**src/rtl/core/rsu_pkg.sv**
```systemverilog
// ----------------------------------------------------------------------------
// rsu_pkg - shared types and constants for the radix string parser
// Status codes, register indexes, field widths and the queue entry format
// used by the front end, the queue and the back end.
// ----------------------------------------------------------------------------
package rsu_pkg;

   // Field widths fixed by the channel definitions
   localparam int CHAR_WIDTH      = 8;
   localparam int RADIX_WIDTH     = 6;
   localparam int DIGIT_WIDTH     = 6;
   localparam int VALUE_WIDTH     = 64;
   localparam int STATUS_WIDTH    = 3;
   localparam int CSR_INDEX_WIDTH = 8;
   localparam int CSR_DATA_WIDTH  = 8;

   // Decoupling queue depth between front and back, 2 or more
   localparam int QUEUE_DEPTH = 2;

   // Register reset values and the legal base range
   localparam logic [RADIX_WIDTH-1:0] RADIX_RESET = 6'd10;
   localparam logic                   WIDE_RESET  = 1'b1;
   localparam logic [RADIX_WIDTH-1:0] RADIX_MIN   = 6'd2;
   localparam logic [RADIX_WIDTH-1:0] RADIX_MAX   = 6'd36;

   // Result limits for narrow and wide mode
   localparam logic [VALUE_WIDTH-1:0] LIMIT_NARROW = 64'h0000_0000_FFFF_FFFF;
   localparam logic [VALUE_WIDTH-1:0] LIMIT_WIDE   = 64'hFFFF_FFFF_FFFF_FFFF;

   // Register indexes on the CSR channel
   localparam logic [CSR_INDEX_WIDTH-1:0] CSR_RADIX     = 8'd0;
   localparam logic [CSR_INDEX_WIDTH-1:0] CSR_WIDE_MODE = 8'd1;

   typedef enum logic [STATUS_WIDTH-1:0] {
      STATUS_OK        = 3'd0,
      STATUS_BAD_BASE  = 3'd1,
      STATUS_NON_ALNUM = 3'd2,
      STATUS_BAD_DIGIT = 3'd3,
      STATUS_OVERFLOW  = 3'd4
   } rsu_status_type;

   // One classified character, as it travels from front to back
   typedef struct packed {
      logic [DIGIT_WIDTH-1:0] digit;
      logic [RADIX_WIDTH-1:0] base;
      logic                   wide;
      rsu_status_type         err;
      logic                   last;
   } rsu_op_type;

   // Valid-qualified entry between stages
   typedef struct packed {
      logic       valid;
      rsu_op_type op;
   } rsu_entry_type;

endpackage

```
**src/rtl/core/rsu_req_if.sv**
```systemverilog
// ----------------------------------------------------------------------------
// rsu_req_if - character request channel
// Carries one ASCII character per beat and a flag for the last character.
// ----------------------------------------------------------------------------
interface rsu_req_if
   import rsu_pkg::*;
   ();
   logic                  valid;
   logic                  ready;
   logic [CHAR_WIDTH-1:0] char_code;
   logic                  last_char;

   modport source (output valid, output char_code, output last_char, input ready);
   modport sink   (input valid, input char_code, input last_char, output ready);
endinterface

```
**src/rtl/core/rsu_rsp_if.sv**
```systemverilog
// ----------------------------------------------------------------------------
// rsu_rsp_if - result channel
// Carries the parsed value and its status, one beat per string.
// ----------------------------------------------------------------------------
interface rsu_rsp_if
   import rsu_pkg::*;
   ();
   logic                    valid;
   logic                    ready;
   logic [VALUE_WIDTH-1:0]  value;
   logic [STATUS_WIDTH-1:0] status;

   modport source (output valid, output value, output status, input ready);
   modport sink   (input valid, input value, input status, output ready);
endinterface

```
**src/rtl/core/rsu_csr_if.sv**
```systemverilog
// ----------------------------------------------------------------------------
// rsu_csr_if - register write channel
// Carries a register index and write data, one register per beat.
// ----------------------------------------------------------------------------
interface rsu_csr_if
   import rsu_pkg::*;
   ();
   logic                       valid;
   logic                       ready;
   logic [CSR_INDEX_WIDTH-1:0] index;
   logic [CSR_DATA_WIDTH-1:0]  data;

   modport source (output valid, output index, output data, input ready);
   modport sink   (input valid, input index, input data, output ready);
endinterface

```
**src/rtl/core/rsu_front.sv**
```systemverilog
// ----------------------------------------------------------------------------
// rsu_front - character classifier and register file
// Holds radix and mode, decodes each accepted character into a digit value
// and an early error class, and pushes the result into the queue.
// ----------------------------------------------------------------------------
module rsu_front
   import rsu_pkg::*;
(
   input  logic          clock,
   input  logic          reset,
   rsu_req_if.sink       req_bus,
   rsu_csr_if.sink       csr_bus,
   output rsu_entry_type push,
   input  logic          push_ready
);

   logic [RADIX_WIDTH-1:0] radix_ff, radix_in;
   logic                   wide_ff, wide_in;

   logic [DIGIT_WIDTH-1:0] digit;
   logic                   is_alnum;
   logic                   base_bad;
   rsu_status_type         err;

   // Register writes are always taken
   assign csr_bus.ready = 1'b1;

   always_comb begin
      radix_in = radix_ff;
      wide_in  = wide_ff;
      if (csr_bus.valid) begin
         case (csr_bus.index)
            CSR_RADIX:     radix_in = csr_bus.data[RADIX_WIDTH-1:0];
            CSR_WIDE_MODE: wide_in  = csr_bus.data[0];
            default: ;
         endcase
      end
   end

   always_ff @(posedge clock) begin
      if (reset) begin
         radix_ff <= RADIX_RESET;
         wide_ff  <= WIDE_RESET;
      end else begin
         radix_ff <= radix_in;
         wide_ff  <= wide_in;
      end
   end

   // Digit decode: 0-9, then A-Z and a-z as 10 to 35
   always_comb begin
      digit    = '0;
      is_alnum = 1'b1;
      if (req_bus.char_code >= 8'h30 && req_bus.char_code <= 8'h39) begin
         digit = DIGIT_WIDTH'(req_bus.char_code - 8'h30);
      end else if (req_bus.char_code >= 8'h41 && req_bus.char_code <= 8'h5A) begin
         digit = DIGIT_WIDTH'(req_bus.char_code - 8'h37);
      end else if (req_bus.char_code >= 8'h61 && req_bus.char_code <= 8'h7A) begin
         digit = DIGIT_WIDTH'(req_bus.char_code - 8'h57);
      end else begin
         is_alnum = 1'b0;
      end
   end

   // Early error class; bad base wins over the character itself
   assign base_bad = (radix_ff < RADIX_MIN) || (radix_ff > RADIX_MAX);

   always_comb begin
      if (base_bad) begin
         err = STATUS_BAD_BASE;
      end else if (!is_alnum) begin
         err = STATUS_NON_ALNUM;
      end else if (digit >= radix_ff) begin
         err = STATUS_BAD_DIGIT;
      end else begin
         err = STATUS_OK;
      end
   end

   // Push towards the queue
   assign req_bus.ready  = push_ready;
   assign push.valid     = req_bus.valid;
   assign push.op.digit  = digit;
   assign push.op.base   = radix_ff;
   assign push.op.wide   = wide_ff;
   assign push.op.err    = err;
   assign push.op.last   = req_bus.last_char;

endmodule

```
**src/rtl/core/rsu_queue.sv**
```systemverilog
// ----------------------------------------------------------------------------
// rsu_queue - decoupling queue between front and back
// Small register FIFO of classified characters; ready depends on fill only.
// ----------------------------------------------------------------------------
module rsu_queue
   import rsu_pkg::*;
#(
   parameter int Depth = QUEUE_DEPTH
)
(
   input  logic          clock,
   input  logic          reset,
   input  rsu_entry_type push,
   output logic          push_ready,
   output rsu_entry_type head,
   input  logic          pop
);

   localparam int PtrWidth   = $clog2(Depth);
   localparam int CountWidth = $clog2(Depth + 1);
   localparam logic [PtrWidth-1:0]   PtrLast   = PtrWidth'(Depth - 1);
   localparam logic [CountWidth-1:0] CountFull = CountWidth'(Depth);

   rsu_op_type              slot_ff [Depth];
   logic [PtrWidth-1:0]     wr_ptr_ff, wr_ptr_in;
   logic [PtrWidth-1:0]     rd_ptr_ff, rd_ptr_in;
   logic [CountWidth-1:0]   count_ff, count_in;
   logic                    do_push, do_pop;

   assign push_ready = (count_ff != CountFull);
   assign do_push    = push.valid && push_ready;
   assign do_pop     = pop && head.valid;

   assign head.valid = (count_ff != '0);
   assign head.op    = slot_ff[rd_ptr_ff];

   // Pointer and fill update
   always_comb begin
      wr_ptr_in = wr_ptr_ff;
      rd_ptr_in = rd_ptr_ff;
      count_in  = count_ff;
      if (do_push) begin
         wr_ptr_in = (wr_ptr_ff == PtrLast) ? '0 : wr_ptr_ff + 1'b1;
      end
      if (do_pop) begin
         rd_ptr_in = (rd_ptr_ff == PtrLast) ? '0 : rd_ptr_ff + 1'b1;
      end
      if (do_push && !do_pop) begin
         count_in = count_ff + 1'b1;
      end else if (do_pop && !do_push) begin
         count_in = count_ff - 1'b1;
      end
   end

   always_ff @(posedge clock) begin
      if (reset) begin
         wr_ptr_ff <= '0;
         rd_ptr_ff <= '0;
         count_ff  <= '0;
      end else begin
         wr_ptr_ff <= wr_ptr_in;
         rd_ptr_ff <= rd_ptr_in;
         count_ff  <= count_in;
      end
   end

   // Entry storage, no reset
   always_ff @(posedge clock) begin
      if (do_push) begin
         slot_ff[wr_ptr_ff] <= push.op;
      end
   end

endmodule

```
**src/rtl/core/rsu_back.sv**
```systemverilog
// ----------------------------------------------------------------------------
// rsu_back - accumulator and result stage
// Applies one classified character per cycle (a last one waits on a held result):
// multiply-add with overflow check, first-error tracking, and the registered result beat.
// ----------------------------------------------------------------------------
module rsu_back
   import rsu_pkg::*;
(
   input  logic          clock,
   input  logic          reset,
   input  rsu_entry_type head,
   output logic          pop,
   rsu_rsp_if.source     rsp_bus
);

   localparam int ProdWidth = VALUE_WIDTH + RADIX_WIDTH;

   logic [VALUE_WIDTH-1:0]  acc_ff, acc_in;
   rsu_status_type          err_ff, err_in;
   logic                    rsp_valid_ff, rsp_valid_in;
   logic [VALUE_WIDTH-1:0]  rsp_value_ff, rsp_value_in;
   rsu_status_type          rsp_status_ff, rsp_status_in;

   logic [ProdWidth-1:0]    prod;
   logic [ProdWidth:0]      sum;
   logic [VALUE_WIDTH-1:0]  limit;
   logic                    ovf;
   logic [VALUE_WIDTH-1:0]  acc_step;
   rsu_status_type          err_step;

   // Last beats need the output register free; others go straight through
   assign pop = head.valid && (!head.op.last || !rsp_valid_ff || rsp_bus.ready);

   // Multiply-add and compare against the mode limit
   assign prod  = ProdWidth'(acc_ff) * ProdWidth'(head.op.base);
   assign sum   = {1'b0, prod} + (ProdWidth + 1)'(head.op.digit);
   assign limit = head.op.wide ? LIMIT_WIDE : LIMIT_NARROW;
   assign ovf   = sum > (ProdWidth + 1)'(limit);

   // Character step; a recorded error freezes the string
   always_comb begin
      acc_step = acc_ff;
      err_step = err_ff;
      if (err_ff == STATUS_OK) begin
         if (head.op.err != STATUS_OK) begin
            err_step = head.op.err;
         end else if (ovf) begin
            err_step = STATUS_OVERFLOW;
         end else begin
            acc_step = sum[VALUE_WIDTH-1:0];
         end
      end
   end

   // State and result register update
   always_comb begin
      acc_in        = acc_ff;
      err_in        = err_ff;
      rsp_valid_in  = rsp_valid_ff && !rsp_bus.ready;
      rsp_value_in  = rsp_value_ff;
      rsp_status_in = rsp_status_ff;
      if (pop) begin
         if (head.op.last) begin
            rsp_valid_in  = 1'b1;
            rsp_value_in  = (err_step == STATUS_OK) ? acc_step : '0;
            rsp_status_in = err_step;
            acc_in        = '0;
            err_in        = STATUS_OK;
         end else begin
            acc_in = acc_step;
            err_in = err_step;
         end
      end
   end

   always_ff @(posedge clock) begin
      if (reset) begin
         acc_ff       <= '0;
         err_ff       <= STATUS_OK;
         rsp_valid_ff <= 1'b0;
      end else begin
         acc_ff       <= acc_in;
         err_ff       <= err_in;
         rsp_valid_ff <= rsp_valid_in;
      end
   end

   always_ff @(posedge clock) begin
      rsp_value_ff  <= rsp_value_in;
      rsp_status_ff <= rsp_status_in;
   end

   assign rsp_bus.valid  = rsp_valid_ff;
   assign rsp_bus.value  = rsp_value_ff;
   assign rsp_bus.status = rsp_status_ff;

endmodule

```
**src/rtl/core/radix_string_to_unsigned.sv**
```systemverilog
// ----------------------------------------------------------------------------
// radix_string_to_unsigned - ASCII digit string to unsigned number
// Parses one character per beat in a programmable radix of 2 to 36 and
// returns the value and a status when the last character has been taken.
//
//   channel  | dir | beat contents             | accepted when
//   ---------+-----+---------------------------+--------------------
//   req_bus  | in  | char_code, last_char      | valid && ready
//   rsp_bus  | out | value, status             | valid && ready
//   csr_bus  | in  | index, data               | valid (ready tied high)
//
// One character per cycle sustained while results are taken; the rate is set
// by the combinational multiply-add and limit compare on the accumulator in
// the back end. A result passes through the queue slot and then the result
// register after its last character beat is accepted; the result register is
// written once the back end takes that entry and the register is free.
// Synchronous reset empties the queue, clears the accumulator and error,
// and restores radix 10 and wide mode; no clearing pass is needed.
// A stalled result holds; characters keep flowing until the queue fills.
// ----------------------------------------------------------------------------
module radix_string_to_unsigned
   import rsu_pkg::*;
#(
   parameter int QueueDepth = QUEUE_DEPTH
)
(
   input  logic      clock,
   input  logic      reset,
   rsu_req_if.sink   req_bus,
   rsu_rsp_if.source rsp_bus,
   rsu_csr_if.sink   csr_bus
);

   rsu_entry_type push;
   rsu_entry_type head;
   logic          push_ready;
   logic          pop;

   // Classify characters and hold the registers
   rsu_front u_front (
      .clock      (clock),
      .reset      (reset),
      .req_bus    (req_bus),
      .csr_bus    (csr_bus),
      .push       (push),
      .push_ready (push_ready)
   );

   // Decouple front and back
   rsu_queue #(
      .Depth (QueueDepth)
   ) u_queue (
      .clock      (clock),
      .reset      (reset),
      .push       (push),
      .push_ready (push_ready),
      .head       (head),
      .pop        (pop)
   );

   // Accumulate and deliver results
   rsu_back u_back (
      .clock   (clock),
      .reset   (reset),
      .head    (head),
      .pop     (pop),
      .rsp_bus (rsp_bus)
   );

endmodule

```
**src/flat_wrapper.sv**
```systemverilog
// flat-port wrapper written by rule: the top's interface ports become plain ports
module radix_string_to_unsigned_flat import rsu_pkg::*;
#(
   parameter int QueueDepth = QUEUE_DEPTH
)
  (clock, reset, req_bus_valid, req_bus_char_code, req_bus_last_char, req_bus_ready, rsp_bus_valid, rsp_bus_value, rsp_bus_status, rsp_bus_ready, csr_bus_valid, csr_bus_index, csr_bus_data, csr_bus_ready);
  rsu_req_if req_bus_i ();
  rsu_rsp_if rsp_bus_i ();
  rsu_csr_if csr_bus_i ();
  input  logic clock;
  input  logic reset;
  input wire logic [$bits(req_bus_i.valid)-1:0] req_bus_valid;
  input wire logic [$bits(req_bus_i.char_code)-1:0] req_bus_char_code;
  input wire logic [$bits(req_bus_i.last_char)-1:0] req_bus_last_char;
  output wire logic [$bits(req_bus_i.ready)-1:0] req_bus_ready;
  output wire logic [$bits(rsp_bus_i.valid)-1:0] rsp_bus_valid;
  output wire logic [$bits(rsp_bus_i.value)-1:0] rsp_bus_value;
  output wire logic [$bits(rsp_bus_i.status)-1:0] rsp_bus_status;
  input wire logic [$bits(rsp_bus_i.ready)-1:0] rsp_bus_ready;
  input wire logic [$bits(csr_bus_i.valid)-1:0] csr_bus_valid;
  input wire logic [$bits(csr_bus_i.index)-1:0] csr_bus_index;
  input wire logic [$bits(csr_bus_i.data)-1:0] csr_bus_data;
  output wire logic [$bits(csr_bus_i.ready)-1:0] csr_bus_ready;
  assign req_bus_i.valid = req_bus_valid;
  assign req_bus_i.char_code = req_bus_char_code;
  assign req_bus_i.last_char = req_bus_last_char;
  assign req_bus_ready = req_bus_i.ready;
  assign rsp_bus_valid = rsp_bus_i.valid;
  assign rsp_bus_value = rsp_bus_i.value;
  assign rsp_bus_status = rsp_bus_i.status;
  assign rsp_bus_i.ready = rsp_bus_ready;
  assign csr_bus_i.valid = csr_bus_valid;
  assign csr_bus_i.index = csr_bus_index;
  assign csr_bus_i.data = csr_bus_data;
  assign csr_bus_ready = csr_bus_i.ready;
  radix_string_to_unsigned #(.QueueDepth(QueueDepth)) u_core (.clock(clock), .reset(reset), .req_bus(req_bus_i), .rsp_bus(rsp_bus_i), .csr_bus(csr_bus_i));
endmodule
```
**config.mk**
```make
export PLATFORM = sky130hd
export DESIGN_NAME = radix_string_to_unsigned_flat
export DESIGN_NICKNAME = d
export VERILOG_FILES = /design/src/rtl/core/rsu_pkg.sv /design/src/rtl/core/rsu_req_if.sv /design/src/rtl/core/rsu_rsp_if.sv /design/src/rtl/core/rsu_csr_if.sv /design/src/rtl/core/rsu_front.sv /design/src/rtl/core/rsu_queue.sv /design/src/rtl/core/rsu_back.sv /design/src/rtl/core/radix_string_to_unsigned.sv /design/src/flat_wrapper.sv
export SDC_FILE = /design/constraint.sdc
export NUM_CORES = 1
export LEC_CHECK = 0
export BUFFER_PORTS_ARGS = -buffer_cell sky130_fd_sc_hd__buf_2
export CORE_MARGIN = 8
export CORE_UTILIZATION = 58
export CTS_CLUSTER_DIAMETER = 200
export DETAILED_ROUTE_END_ITERATION = 10
export PLACE_DENSITY = 0.76
export SYNTH_ARGS = -nofsm -noshare
export SYNTH_HDL_FRONTEND = slang
export SYNTH_SLANG_ARGS = --single-unit
```
**constraint.sdc**
```tcl
create_clock -name clock -period 11.5 [get_ports clock]
set_clock_uncertainty 0.2 [all_clocks]
set_input_delay 1.15 -clock clock [delete_from_list [all_inputs] [get_ports clock]]
set_output_delay 1.15 -clock clock [all_outputs]
set_load 0.05 [all_outputs]
```
==> results of run 1 <==
==> worst max-delay path by stage <==
stage,start,end,slack (ns),depth (start not counted)
after global placement,flip-flop,u_core.u_back.acc_ff[13],1.12,36
final,flip-flop,u_core.u_back.acc_ff[5],0.71,31
after detailed placement,flip-flop,u_core.u_back.acc_ff[17],1.04,36
after floorplan,flip-flop,u_core.u_back.acc_ff[10],2.66,39
after CTS,flip-flop,u_core.u_back.acc_ff[5],1.01,37
after global routing,flip-flop,u_core.u_back.acc_ff[10],0.31,31
==> cell type report <==
| cell class | count | area (um^2) | share of cell area |
|---|---|---|---|
| sequential | 179 | 4570 | 0.201 |
| multi-input combinational | 1788 | 15600 | 0.682 |
| tap | 468 | 586 | 0.0257 |
| inverter | 197 | 739 | 0.0324 |
| clock buffer | 17 | 425 | 0.0187 |
| clock inverter | 15 | 226 | 0.00994 |
| timing repair buffer | 120 | 686 | 0.0301 |
==> through the flow <==
stage	util	cells	instance area, um^2	worst slack (ns)
finish	0.626	2784	22800	0.708
global route	0.626	2784	22800	0.312
CTS	0.626	2784	22800	1.01
detailed placement	0.608	2752	22100	1.04
global placement	0.608	2752	22100	1.12
floorplan	-	2271	21400	2.66
==> cells in the final DEF (no fill, tap or decap), types with 7 or more instances in the layout <==
cell,count
nand4_1,46
mux2i_1,11
nor3_1,32
a211o_1,7
buf_4,22
dfxtp_1,80
nor2_1,98
a31oi_1,9
o21a_1,21
fa_1,252
o31ai_1,8
inv_1,197
xnor2_1,18
and2_1,298
xor2_1,26
nand2b_1,11
edfxtp_1,99
a211oi_1,8
nand2_1,229
a21oi_1,111
a22o_1,55
o2bb2ai_1,12
clkbuf_16,17
nor4_1,15
or3_1,19
mux2_2,11
and3_1,13
o211ai_1,15
a21o_1,55
buf_2,96
nand3_1,26
nor2b_1,7
ha_1,197
o21ai_0,79
==> power breakdown <==
part           total [uW]  switching, uW  internal [uW]
logic                 800            627            172
clock network         657            317            340
registers             819           32.2            787
total                2270            976           1300
==> per-layer routing <==
metal / wire [um] / global-route usage / vias to the layer above / share of wire
met4: 1780 / 0.0999 / 0 / 0.032
met3: 3850 / 0.0565 / 116 / 0.069
li1: - / - / 7847 / -
met2: 25800 / 0.418 / 665 / 0.46
met5: 0 / 0 / - / 0
met1: 24200 / 0.346 / 8493 / 0.43
==> sequential cells by signal, indices dropped and copies added (netlist names), named ones only <==
name and cells:
u_core.u_queue.rd_ptr_ff 1, u_core.u_back.acc_ff 64, u_core.u_back.rsp_bus.value 64, u_core.u_front.radix_ff 6, u_core.u_queue.count_ff 2, u_core.u_front.wide_ff 1
u_core.u_back.err_ff 3, u_core.u_back.rsp_bus.valid 1, u_core.u_queue.slot_ff 32, u_core.u_back.rsp_bus.status 3, u_core.u_queue.wr_ptr_ff 1
==> logic make-up (layout without fill, tap and decap cells) <==
logic type,count (synthesis),after routing,synth area share
XOR/XNOR,44,44,0.0180
buffers and inverters,304,349,0.0591
AO/OA/AOI/OAI,443,443,0.141
multiplexers,24,24,0.0121
other,1,1,0.000175
adder cells (fa/ha/maj),449,449,0.351
flip-flops,179,179,0.214
AND/OR/NAND/NOR,827,827,0.204
==> worst register-to-register path: cells and delay by family, from the launching register on <==
family,cells,cell delay [ns]
XOR/XNOR,1,0.18
AND/OR/NAND/NOR,12,2.68
adder cells (fa/ha/maj),6,2.59
multiplexers,1,0.65
AO/OA/AOI/OAI,9,3.04
flip-flops,1,0.60
buffers and inverters,2,0.75
==> metrics.txt, run 1 <==
status complete, no violations; pin count of the biggest net entering global routing 42; Skew-Pair Late Insertion Delay 0.48 ns; vias in the first global route 17700; Worst path slowest cell mux2_2; Die ar. 0.0432 mm^2; chip height 208 um; # port buffers 96; total track usage 0.262; synthesized net count 2750; Reg2Reg Setup Slack 0.71 ns; worst slew pin tran 1.22 ns; Mapped Area 0.0214 mm^2; H-tree level count 4; first-pass GRT wire length 92.2 mm; Final Cycle Share 0.938; min cycle time layout 10.79 ns; slowest stage delay, CP 0.64 ns; Antenna diodes 0; Reg2Reg Capture Point u_core.u_back.acc_ff[5]; fin nets 2782; Setup TNS 0 ns; CTS Hold Bufs 0; standard-cell rows 70; layout cells sized above 1 0.0833; Synth Instances 2271; fmax 92.7 MHz; Routed Wire Length 55.6 mm; async set-or-reset flop fraction in the synthesized netlist 0; worst r2r path cells 31; initial antenna violation count 0; most frequent cell after synthesis and2_1; crit-path leading delay family compound AO/OA/AOI/OAI gates; residual DRC count 0; vias per cell 6.15; P per Cell Area 99.8 mW/mm^2; Final HPWL DP 43.2 mm; yosys warns 0; Detail Route Antenna Nets 0; final setup fails 0; leading register cell type out of synthesis edfxtp_1; hold path depth 0; WP buf/inv 2; Hold Path Sink u_core.u_queue.slot_ff[0][5]; Seq/Total Area, Yosys 0.214; # IOs 100; peak supply drop 0.182 mV; Syn Area/Cell 9.41 um^2; relative slew slack 0.166; Crit. End Element flip-flop; crit path DAT 10.95 ns; Seq cells post-synth 179; Max clock buf depth 2; TritonCTS buffer count 17; Synth area leaders fa_1 (24%), edfxtp_1 (14%), ha_1 (12%), and2_1 (8.7%), dfxtp_1 (7.5%); WL/cell 20.0 um; Most Frequent Cell on Critical Path nand4_1; DR pass1 iterations 6; chip width 208 um; GP Congestion 0.957; Leakage 0.0113 uW; initial DRC count 1178; Clock Root Buffer clkbuf_16; grt total ovfl 0; Fin. Hold Viols 0; Post-synth EDFFs 99; via count 17100; share of the synthesized area in the top cell type 0.236; CP Max Fanout 36; top cells by count, synth and2_1 (298), fa_1 (252), nand2_1 (229), ha_1 (197), inv_1 (197); Min Hold Slack 0.299 ns; post-synth cell types 83; Area Growth Syn to Fin 6.65%; Tot Pwr 2270 uW; HP Class flip-flop to flip-flop; clk sinks 179; fillers 2994; Initial Util 0.587; kind of critical path flip-flop to flip-flop; final slew viol count 0; max cap viols 0; element type at the critical path start flip-flop; CTS-repair resized insts 0; Worst-path clk slew 0.08 ns; # Post-CTS Setup Buffers 0; TritonCTS clock tree yes; worst hold start u_core.u_front.radix_ff[1]; RSZ-0062 raised after global routing no; post-synth top area cell fa_1; worst path required time 11.66 ns; Core Region 0.0364 mm^2
Note: power is estimated with default switching activity, not from simulation.
==> run 2, diff against run 1 <==
--- a/config.mk
+++ b/config.mk
@@ -6,11 +6,11 @@
 export NUM_CORES = 1
 export LEC_CHECK = 0
 export BUFFER_PORTS_ARGS = -buffer_cell sky130_fd_sc_hd__buf_2
+export CORE_ASPECT_RATIO = 0.8
 export CORE_MARGIN = 8
-export CORE_UTILIZATION = 58
+export CORE_UTILIZATION = 42
 export CTS_CLUSTER_DIAMETER = 200
 export DETAILED_ROUTE_END_ITERATION = 10
-export PLACE_DENSITY = 0.76
 export SYNTH_ARGS = -nofsm -noshare
 export SYNTH_HDL_FRONTEND = slang
 export SYNTH_SLANG_ARGS = --single-unit
==> run 2 against run 1 <==
Against the previous run:
- register-to-register slack better by 0.13 ns
- via count is 1.0% lower
- sequential power is 1% higher
- largest cell class unchanged
- critical path depth is 1 lower
- combinational power is 2% higher
- maximum frequency is 1.2% higher
- non-clock buffer count is 2 lower
- wire length is 6.5% higher
- clock power is 8.5% lower
==> metrics.txt, run 2 (same netlist as run 1, synthesis figures left out) <==
status complete, no violations; # Post-CTS Setup Buffers 0 (unchanged); Antenna diodes 0 (unchanged); Reg2Reg Setup Slack 0.83 ns (+0.13 ns); element type at the critical path start flip-flop; min cycle time layout 10.67 ns (-0.125 ns); peak supply drop 0.226 mV (+24%); Leakage 0.0113 uW (-0.19%); Min Hold Slack 0.309 ns (+0.0105 ns); chip width 268 um (+29%); Detail Route Antenna Nets 0 (unchanged); Area Growth Syn to Fin 7.68%; fmax 93.8 MHz (+1.2%); DR pass1 iterations 8 (+2); kind of critical path flip-flop to flip-flop; standard-cell rows 74 (+5.7%); CP Max Fanout 37 (+2.8%); fin util 0.454 (-0.171); grt total ovfl 0 (unchanged); GP Congestion 0.927 (-3.2%); Fin. Hold Viols 0 (unchanged); chip height 218 um (+4.7%); layout cells sized above 1 0.0825 (-0.000792); post-route setup slack 0.834 ns (+0.125 ns); # port buffers 96 (unchanged); initial DRC count 1219 (+3.5%); DR top layer met4; CTS Hold Bufs 0 (unchanged); total track usage 0.207 (-0.0543); RSZ-0062 raised after global routing no; clk sinks 179 (unchanged); pin count of the biggest net entering global routing 66 (+57%); HP Class flip-flop to flip-flop; first-pass GRT wire length 95.4 mm (+3.5%); Met3 Routed Length 4.37 mm (+14%); Core Region 0.0506 mm^2 (+39%); Crit. End Element flip-flop; commonest non-fill, non-tap cell in the layout and2_1; Setup TNS 0 ns (unchanged); fillers 4919 (+64%); initial antenna violation count 1 (+1); Tot Pwr 2250 uW (-1.3%); Worst-path clk slew 0.08 ns (about the same); WL/cell 19.8 um (-1.1%); residual DRC count 0 (unchanged); crit path DAT 10.71 ns (-0.24 ns); Initial Util 0.422 (-0.165); final setup fails 0 (unchanged); via count 16900 (-1.0%); # IOs 100 (unchanged); Clock Root Buffer clkbuf_16; CTS-repair resized insts 0 (unchanged); TritonCTS buffer count 17 (unchanged); Worst path slowest cell mux2_2; most frequent cells in the layout and2_1 (298), fa_1 (252), nand2_1 (229), inv_1 (197), ha_1 (197); Most Frequent Cell on Critical Path nand4_1; vias in the first global route 17300 (-2.2%); fin nets 2780 (-0.072%); met2 routed WL 25.0 mm (-3.0%); relative slew slack 0.166 (+0.000261); Place WS 0.541 ns (-0.498 ns); Max clock buf depth 2 (unchanged); vias per cell 5.65 (-8.1%); Final HPWL DP 45.0 mm (+4.3%); P per Cell Area 97.6 mW/mm^2 (-2.2%); final slew viol count 0 (unchanged); H-tree level count 4 (unchanged); worst path required time 11.54 ns (-0.12 ns); Die ar. 0.0584 mm^2 (+35%); Skew-Pair Late Insertion Delay 0.51 ns (+0.03 ns); met1 WL 28.9 mm (+20%); max cap viols 0 (unchanged); Routed Wire Length 59.2 mm (+6.5%); worst hold start u_core.u_front.radix_ff[3]; Final Cycle Share 0.928 (-0.0109); worst slew pin tran 1.22 ns (-0.000384 ns); TritonCTS clock tree yes; slowest stage delay, CP 0.69 ns (+0.05 ns)
-- run 2: cell types whose count changed in the layout (fill, tap and decap cells not counted), sizes merged --
cell / delta
inv: +2
buf: -2
bufinv: -2
-- run 2: stage by stage --
step / area, um^2 / cells
finish: 23000 / 2998
global route: 23000 / 2998
CTS: 23000 / 2998
detailed placement: 22400 / 2966
global placement: 22400 / 2966
floorplan: 21400 / 2271
-- run 2: final timing paths --
| check | end | depth (start not counted) |
|---|---|---|
| setup / recovery | u_core.u_back.rsp_bus.value[28] | 30 |
| hold / removal | u_core.u_queue.slot_ff[0][7] | 0 |
| setup reg to reg | u_core.u_back.rsp_bus.value[28] | 30 |
| hold reg to reg | u_core.u_queue.slot_ff[0][7] | 0 |
-- run 2: power by group --
group	leakage, uW	total, uW	internal [uW]	switching [uW]
Sequential	0.00157	831	788	42.8
Clock	0.000288	601	290	310
Combinational	0.00946	813	176	638
Total	0.0113	2250	1250	991
-- run 2: layout make-up --
type	instances	area, um^2	share of cell area
clock buffers	17	425	0.0185
multi-input cells	1788	15600	0.676
clock inverters	15	156	0.00680
flip-flops and latches	179	4580	0.199
inverters	197	739	0.0321
repair buffers	118	696	0.0302
well taps	684	856	0.0372
-- run 2: routing by layer --
metal,global-route usage,vias to the layer above
met4,0.0571,0
met1,0.312,8436
li1,-,7847
met5,0,-
met3,0.0383,57
met2,0.300,604
-- run 2: worst max-delay path, delay by kind of cell, from the launching register on --
family,cells,cell delay (ns)
xor+xnor,1,0.38
mux,1,0.69
simple gates,17,4.60
flops,1,0.66
buf+inv,3,0.91
fa+ha+maj,6,2.51
compound gates,2,0.41
